File: config.mk
export PLATFORM = sky130hd
export DESIGN_NAME = dtq_ctrl
export DESIGN_NICKNAME = d
export VERILOG_FILES = /design/src/dtq_pkg.sv /design/src/dtq_ctrl.sv
export SDC_FILE = /design/constraint.sdc
export NUM_CORES = 1
export LEC_CHECK = 0
export ABC_AREA = 1
export BUFFER_PORTS_ARGS = -buffer_cell sky130_fd_sc_hd__buf_2
export CELL_PAD_IN_SITES_DETAIL_PLACEMENT = 0
export CELL_PAD_IN_SITES_GLOBAL_PLACEMENT = 2
export CORE_MARGIN = 2
export CORE_UTILIZATION = 26
export DETAILED_ROUTE_END_ITERATION = 8
export PLACE_DENSITY = 0.82
export SKIP_LAST_GASP = 1
export SLEW_MARGIN = 20
export SYNTH_ARGS = -nofsm -noshare
export SYNTH_HDL_FRONTEND = slang
export SYNTH_SLANG_ARGS = --single-unit
File: constraint.sdc
create_clock -name clk -period 1.55 [get_ports clk]
set_clock_uncertainty 0.1 [all_clocks]
set_input_delay 0.3875 -clock clk [delete_from_list [all_inputs] [get_ports clk]]
set_output_delay 0.3875 -clock clk [all_outputs]
set_load 0.1 [all_outputs]
File: src/dtq_pkg.sv
// shared constants, types and helpers of the deadline timer queue
package dtq_pkg;

    localparam int SLOTS       = 16;
    localparam int CNT_W       = $clog2(SLOTS + 1);
    localparam int MAX_EXPIRED = 16;
    localparam int EXP_W       = $clog2(MAX_EXPIRED + 1);

    localparam int SEC_W   = 32;
    localparam int USEC_W  = 20;
    localparam int ID_W    = 15;
    localparam int TAG_W   = 32;
    localparam int DELAY_W = 31;
    localparam int IDLE_W  = 16;
    localparam int Q_W     = 12;

    localparam logic [USEC_W-1:0]  TICK_US    = USEC_W'(1000000);
    localparam logic [ID_W-1:0]    ID_WRAP    = ID_W'(32760);
    localparam logic [IDLE_W-1:0]  IDLE_RESET = IDLE_W'(1000);
    // ceil(2^50 / 1e6), exact quotient for any 31-bit dividend
    localparam logic [DELAY_W-1:0] RECIP      = DELAY_W'(1125899907);
    localparam int                 RECIP_SH   = 50;

    localparam logic [1:0] OP_ADD    = 2'd0;
    localparam logic [1:0] OP_REMOVE = 2'd1;
    localparam logic [1:0] OP_CHECK  = 2'd2;
    localparam logic [1:0] OP_UNUSED = 2'd3;

    localparam logic [1:0] KIND_ADD     = 2'd0;
    localparam logic [1:0] KIND_REMOVE  = 2'd1;
    localparam logic [1:0] KIND_EXPIRED = 2'd2;
    localparam logic [1:0] KIND_WAIT    = 2'd3;

    typedef struct packed {
        logic       in_ready;
        logic       load_in;
        logic       step_div;
        logic       step_rem;
        logic       step_sum;
        logic       emit;
        logic [1:0] kind;
        logic       last;
        logic       do_insert;
        logic       do_remove;
        logic       do_pop;
    } ctrl_cmd_t;

    typedef struct packed {
        logic       in_valid;
        logic [1:0] in_op;
        logic       out_free;
        logic       head_due;
    } dp_status_t;

    // true if time a is strictly later than time b
    function automatic logic later(input logic [SEC_W-1:0] as, input logic [USEC_W-1:0] au,
                                   input logic [SEC_W-1:0] bs, input logic [USEC_W-1:0] bu);
        logic r;
        if (as != bs)
        begin
            r = as > bs;
        end
        else
        begin
            r = au > bu;
        end
        return r;
    endfunction

endpackage

File: src/dtq_ctrl.sv
// sequencing state machine of the timer queue
module dtq_ctrl (
    input  logic                clk,
    input  logic                rst_n,
    input  dtq_pkg::dp_status_t stat,
    output dtq_pkg::ctrl_cmd_t  cmd
);
    import dtq_pkg::*;

    localparam logic [2:0] ST_IDLE = 3'd0;
    localparam logic [2:0] ST_DIV  = 3'd1;
    localparam logic [2:0] ST_REM  = 3'd2;
    localparam logic [2:0] ST_SUM  = 3'd3;
    localparam logic [2:0] ST_INS  = 3'd4;
    localparam logic [2:0] ST_REMV = 3'd5;
    localparam logic [2:0] ST_CHK  = 3'd6;

    logic [2:0]       state_reg, state_next;
    logic [EXP_W-1:0] n_reg, n_next;

    always_comb
    begin
        cmd        = '0;
        state_next = state_reg;
        n_next     = n_reg;
        case (state_reg)
            ST_IDLE:
            begin
                cmd.in_ready = 1'b1;
                if (stat.in_valid)
                begin
                    cmd.load_in = 1'b1;
                    n_next      = '0;
                    case (stat.in_op)
                        OP_ADD:    state_next = ST_DIV;
                        OP_REMOVE: state_next = ST_REMV;
                        OP_CHECK:  state_next = ST_CHK;
                        default:   state_next = ST_IDLE;
                    endcase
                end
            end
            ST_DIV:
            begin
                cmd.step_div = 1'b1;
                state_next   = ST_REM;
            end
            ST_REM:
            begin
                cmd.step_rem = 1'b1;
                state_next   = ST_SUM;
            end
            ST_SUM:
            begin
                cmd.step_sum = 1'b1;
                state_next   = ST_INS;
            end
            ST_INS:
            begin
                if (stat.out_free)
                begin
                    cmd.emit      = 1'b1;
                    cmd.kind      = KIND_ADD;
                    cmd.last      = 1'b1;
                    cmd.do_insert = 1'b1;
                    state_next    = ST_IDLE;
                end
            end
            ST_REMV:
            begin
                if (stat.out_free)
                begin
                    cmd.emit      = 1'b1;
                    cmd.kind      = KIND_REMOVE;
                    cmd.last      = 1'b1;
                    cmd.do_remove = 1'b1;
                    state_next    = ST_IDLE;
                end
            end
            ST_CHK:
            begin
                if (stat.out_free)
                begin
                    cmd.emit = 1'b1;
                    if (stat.head_due && (n_reg < EXP_W'(MAX_EXPIRED)))
                    begin
                        cmd.kind   = KIND_EXPIRED;
                        cmd.do_pop = 1'b1;
                        n_next     = n_reg + 1'b1;
                    end
                    else
                    begin
                        cmd.kind   = KIND_WAIT;
                        cmd.last   = 1'b1;
                        state_next = ST_IDLE;
                    end
                end
            end
            default:
            begin
                state_next = ST_IDLE;
            end
        endcase
    end

    always_ff @(posedge clk or negedge rst_n)
    begin
        if (!rst_n)
        begin
            state_reg <= ST_IDLE;
            n_reg     <= '0;
        end
        else
        begin
            state_reg <= state_next;
            n_reg     <= n_next;
        end
    end

endmodule

# == Yosys cells after proc, flatten, opt, wreduce, memory -nomap -nowiden ==
# Cells that the tools add are included.
# classes
n_mux,27
div,0
multipliers,0
n_eq_ne,13
addsub,1
shifts,0
reduce_logical,7
order_cmp,1
n_bitwise,0
# op_table
cell,n
5-bit two-way mux,4
3-bit one-hot mux with 6 select lines,1
1-bit two-way mux,12
3-bit two-way mux,4
4-bit one-hot mux with 3 select lines,1
5-bit one-hot mux with 2 select lines,1
3-bit equality test (second input constant),3
3-bit one-hot mux with 3 select lines,1
4-bit two-way mux,2
2-bit inequality test (second input constant),4
4-bit AND reduction,2
3-bit by 2-bit equality test with 1-bit output (second input constant),2
5-bit by 1-bit adder with 5-bit output (second input constant),1
5-bit < comparator (second input constant),1
3-bit by 1-bit equality test with 1-bit output (second input constant),1
3-bit zero test,1
2-bit by 1-bit equality test with 1-bit output (second input constant),1
2-bit equality test (second input constant),1
2-bit zero test,1
2-bit two-way mux,1
2-bit by 1-bit inequality test with 1-bit output (second input constant),1
2-bit nonzero test,1
2-bit OR reduction,1
1-bit logical AND,1
# totals
elab_cells,51
out_inout_bits,12
regBits,8
latchBits,0
ram_bits,0
mem_bits_ro,0
memories,0

# == Longest topological paths before layout ==
# logic_depth
depth_word,5
ltp_mapped,8

# == Worst setup path before layout ==
# No wires, ideal clock.
# synth_path
path_type,reg2out
from,reg state_reg[1]
to,out cmd[3] (netlist name)
t_required_ns,1.062
arrival_ns,3.299
setup_slack_ns,-2.237
path_stages_with_launch,8
cell_sequence,dfrtp_1 buf_2 inv_1 nand2_1 nor2_1 inv_1 nand2_1 or2_2
# synth_lines
element,line,text
from (decl),dtq_ctrl.sv:18,"logic [2:0] state_reg, state_next;"
from (signal assigned),dtq_ctrl.sv:114,state_reg <= state_next;
to (decl),dtq_ctrl.sv:6,output dtq_pkg::ctrl_cmd_t cmd

==> impl_metrics.yaml <==
outcome:
  status: "finished, violations left"
  violations: "setup timing"
floorplan:
  rows: 18
  die_y_um: 54.2
  die_w_um: 54.2
  floorplan.initialDensity_pct: 27.0
  core_mm2: 0.00243
  ios: 19
  die_area_mm2: 0.00294
worst_setup_path:
  cp_data_arrival_time_ps: 1510
  cp-startpoint: "state_reg[2]"
  r2r_start: "state_reg[1]"
  critPathKind: "reg2out"
  critical_path.endpoint: "cmd[3]"
  r2r_cells: 9
  crit_required_ps: 1060
  slowest_stage: "dfrtp_2"
  rrSetupSlack_ps: -20
  worstReg2RegEnd: "n_reg[0]"
  worstSetupEndpointType: "primary output"
  setup.worst_path.start_class: "register"
  crit_chain: "nand4_1 -> clkinvlp_4 -> nand2_4 -> nand2_8 -> or2_4 -> buf_12"
  critical_path.max_fanout: 3
  slowest_delay_ps: 430
logic_synthesis:
  synthDistinctLibCells: 19
  syn_inst: 98
  syn_avg_cell_area_um2: 6.69
  yosysWarnings: 0
  synth_seq_area_share_pct: 30.5
  ys_ff_latch: 8
  postSynthNetCount: 110
  synth_area_um2: 656
clock_network:
  cts.htree.levels: 1
  cts.path.max_buffers: 2
  cts_tree: "done"
  root_buffer: "clkbuf_4"
  clkLatencyLatePin_ps: 260
  cts_sinks: 8
  clk_pin_slew_worst_paths_ps: 60
  numCtsBuffers: 3
finish:
  final_cell_mix: "25 x nand2_1, 21 x buf_4, 12 x buf_12"
  post-route-util_pct: 59.6
  diodes: 0
  largest_reg_flops: 5
  final_common_cell: "nand2_1"
  drive_gt1_share_pct: 59.2
  area_growth_pct: 121
  layout.nets: 165
detailed_routing:
  viasPerCell: 4.30
  drc: 0
  first_pass_iters: 4
  ant_nets: 0
  route.vias.total: 782
  wl_per_cell_um: 10.3
  drt_iter0_drc: 9
  wl_um: 1880
timing:
  setup_viol: 14
  relSlewSlack_pct: 81.2
  fin_crit_sh_pct: 129
  max_freq_ghz: 0.502
  hold_viol: 0
  slew_viol_final: 0
  worstMarginPinSlew_ps: 280
  min_period_ps: 1990
  holdWs_ps: 390
  worst_slack_ps: -444
  rsz0062_at_grt: "yes"
place:
  port_buffers: 18
  gp_congestion: 0.757
  dp_hpwl_um: 1400
global_routing:
  grt_pass1_wl_um: 3150
  grt_usage_pct: 14.7
  grt_max_degree: 9
  grt_pass1_vias: 755
  antenna_found_initial: 0
  grt_overflow_total: 0
min_path:
  hp-class: "in2async"
job:
  drv_cap: 0
pwr:
  powerDensity_mw_per_mm2: 1930
  p_leak_nw: 0.729
  ir_drop_mv: 1.36
==> where the power goes <==
group	internal, mW	switching (mW)
combinational	0.953	1.36
sequential	0.260	0.0505
clock	0.0988	0.0759
==> repair_timing <==
item	in CTS	in global routing
hold buffers	1	0
hold endpoints to repair	8	0
endpoints found under the setup margin	12	20
gates resized for setup	20	16
setup buffers	9	9
pin swaps	10	10
==> cell families (layout without fill, tap and decap cells) <==
| kind of cell | count (synthesis) | in the layout | share of synthesized area, % |
|---|---|---|---|
| flip-flops | 8 | 8 | 30.5 |
| buffers and inverters | 15 | 69 | 8.78 |
| XOR/XNOR | 2 | 2 | 2.67 |
| AND/OR/NAND/NOR | 67 | 67 | 47.7 |
| adder cells (fa/ha/maj) | 5 | 5 | 9.54 |
| AO/OA/AOI/OAI | 1 | 1 | 0.763 |
==> worst min path at each step <==
| stage | startpoint | end | slack, ps | cells after the start |
|---|---|---|---|---|
| after global routing | rst_n | n_reg[3] | 410 | 2 |
| after floorplan | rst_n | n_reg[0] | -8 | 0 |
| after detailed placement | rst_n | n_reg[4] | 140 | 1 |
| final | rst_n | n_reg[3] | 390 | 2 |
| after global placement | rst_n | n_reg[3] | 140 | 1 |
| after CTS | rst_n | n_reg[4] | 390 | 2 |
==> per-layer routing <==
layer	GRT usage, %	wire length (um)	up-vias
met5	0	0	-
met4	2.50	0	0
met3	3.55	56	0
met2	27.7	1070	11
met1	16.9	752	365
li1	-	-	406
==> per-stage QoR <==
step                      area, um2  power (mW)  cells  setup slack, ps  TNS [ps]
final                          1450        2.80    182             -444     -4070
after global routing           1450        2.94    182             -522     -5590
after CTS                      1360        2.61    176             -444     -3830
after detailed placement       1180        2.14    163             -242      -610
after global placement         1180        2.12    163             -221      -570
after floorplan                 748        1.49     98             -781     -4970
==> critical path: cells and delay by family (launching register included) <==
family / cells / cell delay [ps]
simple gates: 4 / 520
flops: 1 / 430
buf+inv: 2 / 290
==> Yosys cell counts (all sizes together) <==
master / instances / area share [%]
buf: 1 / 0.76
dfrtp: 8 / 31
ha: 5 / 9.5
inv: 14 / 8.0
nand2: 38 / 23
nand3: 7 / 7.3
nand4: 1 / 0.95
nor2: 17 / 11
nor3: 2 / 1.5
nor3b: 1 / 2.9
o21ai: 1 / 0.76
or2: 1 / 0.95
xnor2: 1 / 1.3
xor2: 1 / 1.3
==> area by class of cell <==
type                    instances  area (um2)
repair buffers                 51         566
inverters                      14        76.3
flip-flops and latches          8         203
multi-input cells              75         542
clock buffers                   4        26.3
fillers                       199         982
well taps                      30        37.5
No activity file was read; power rests on OpenSTA's default activity.
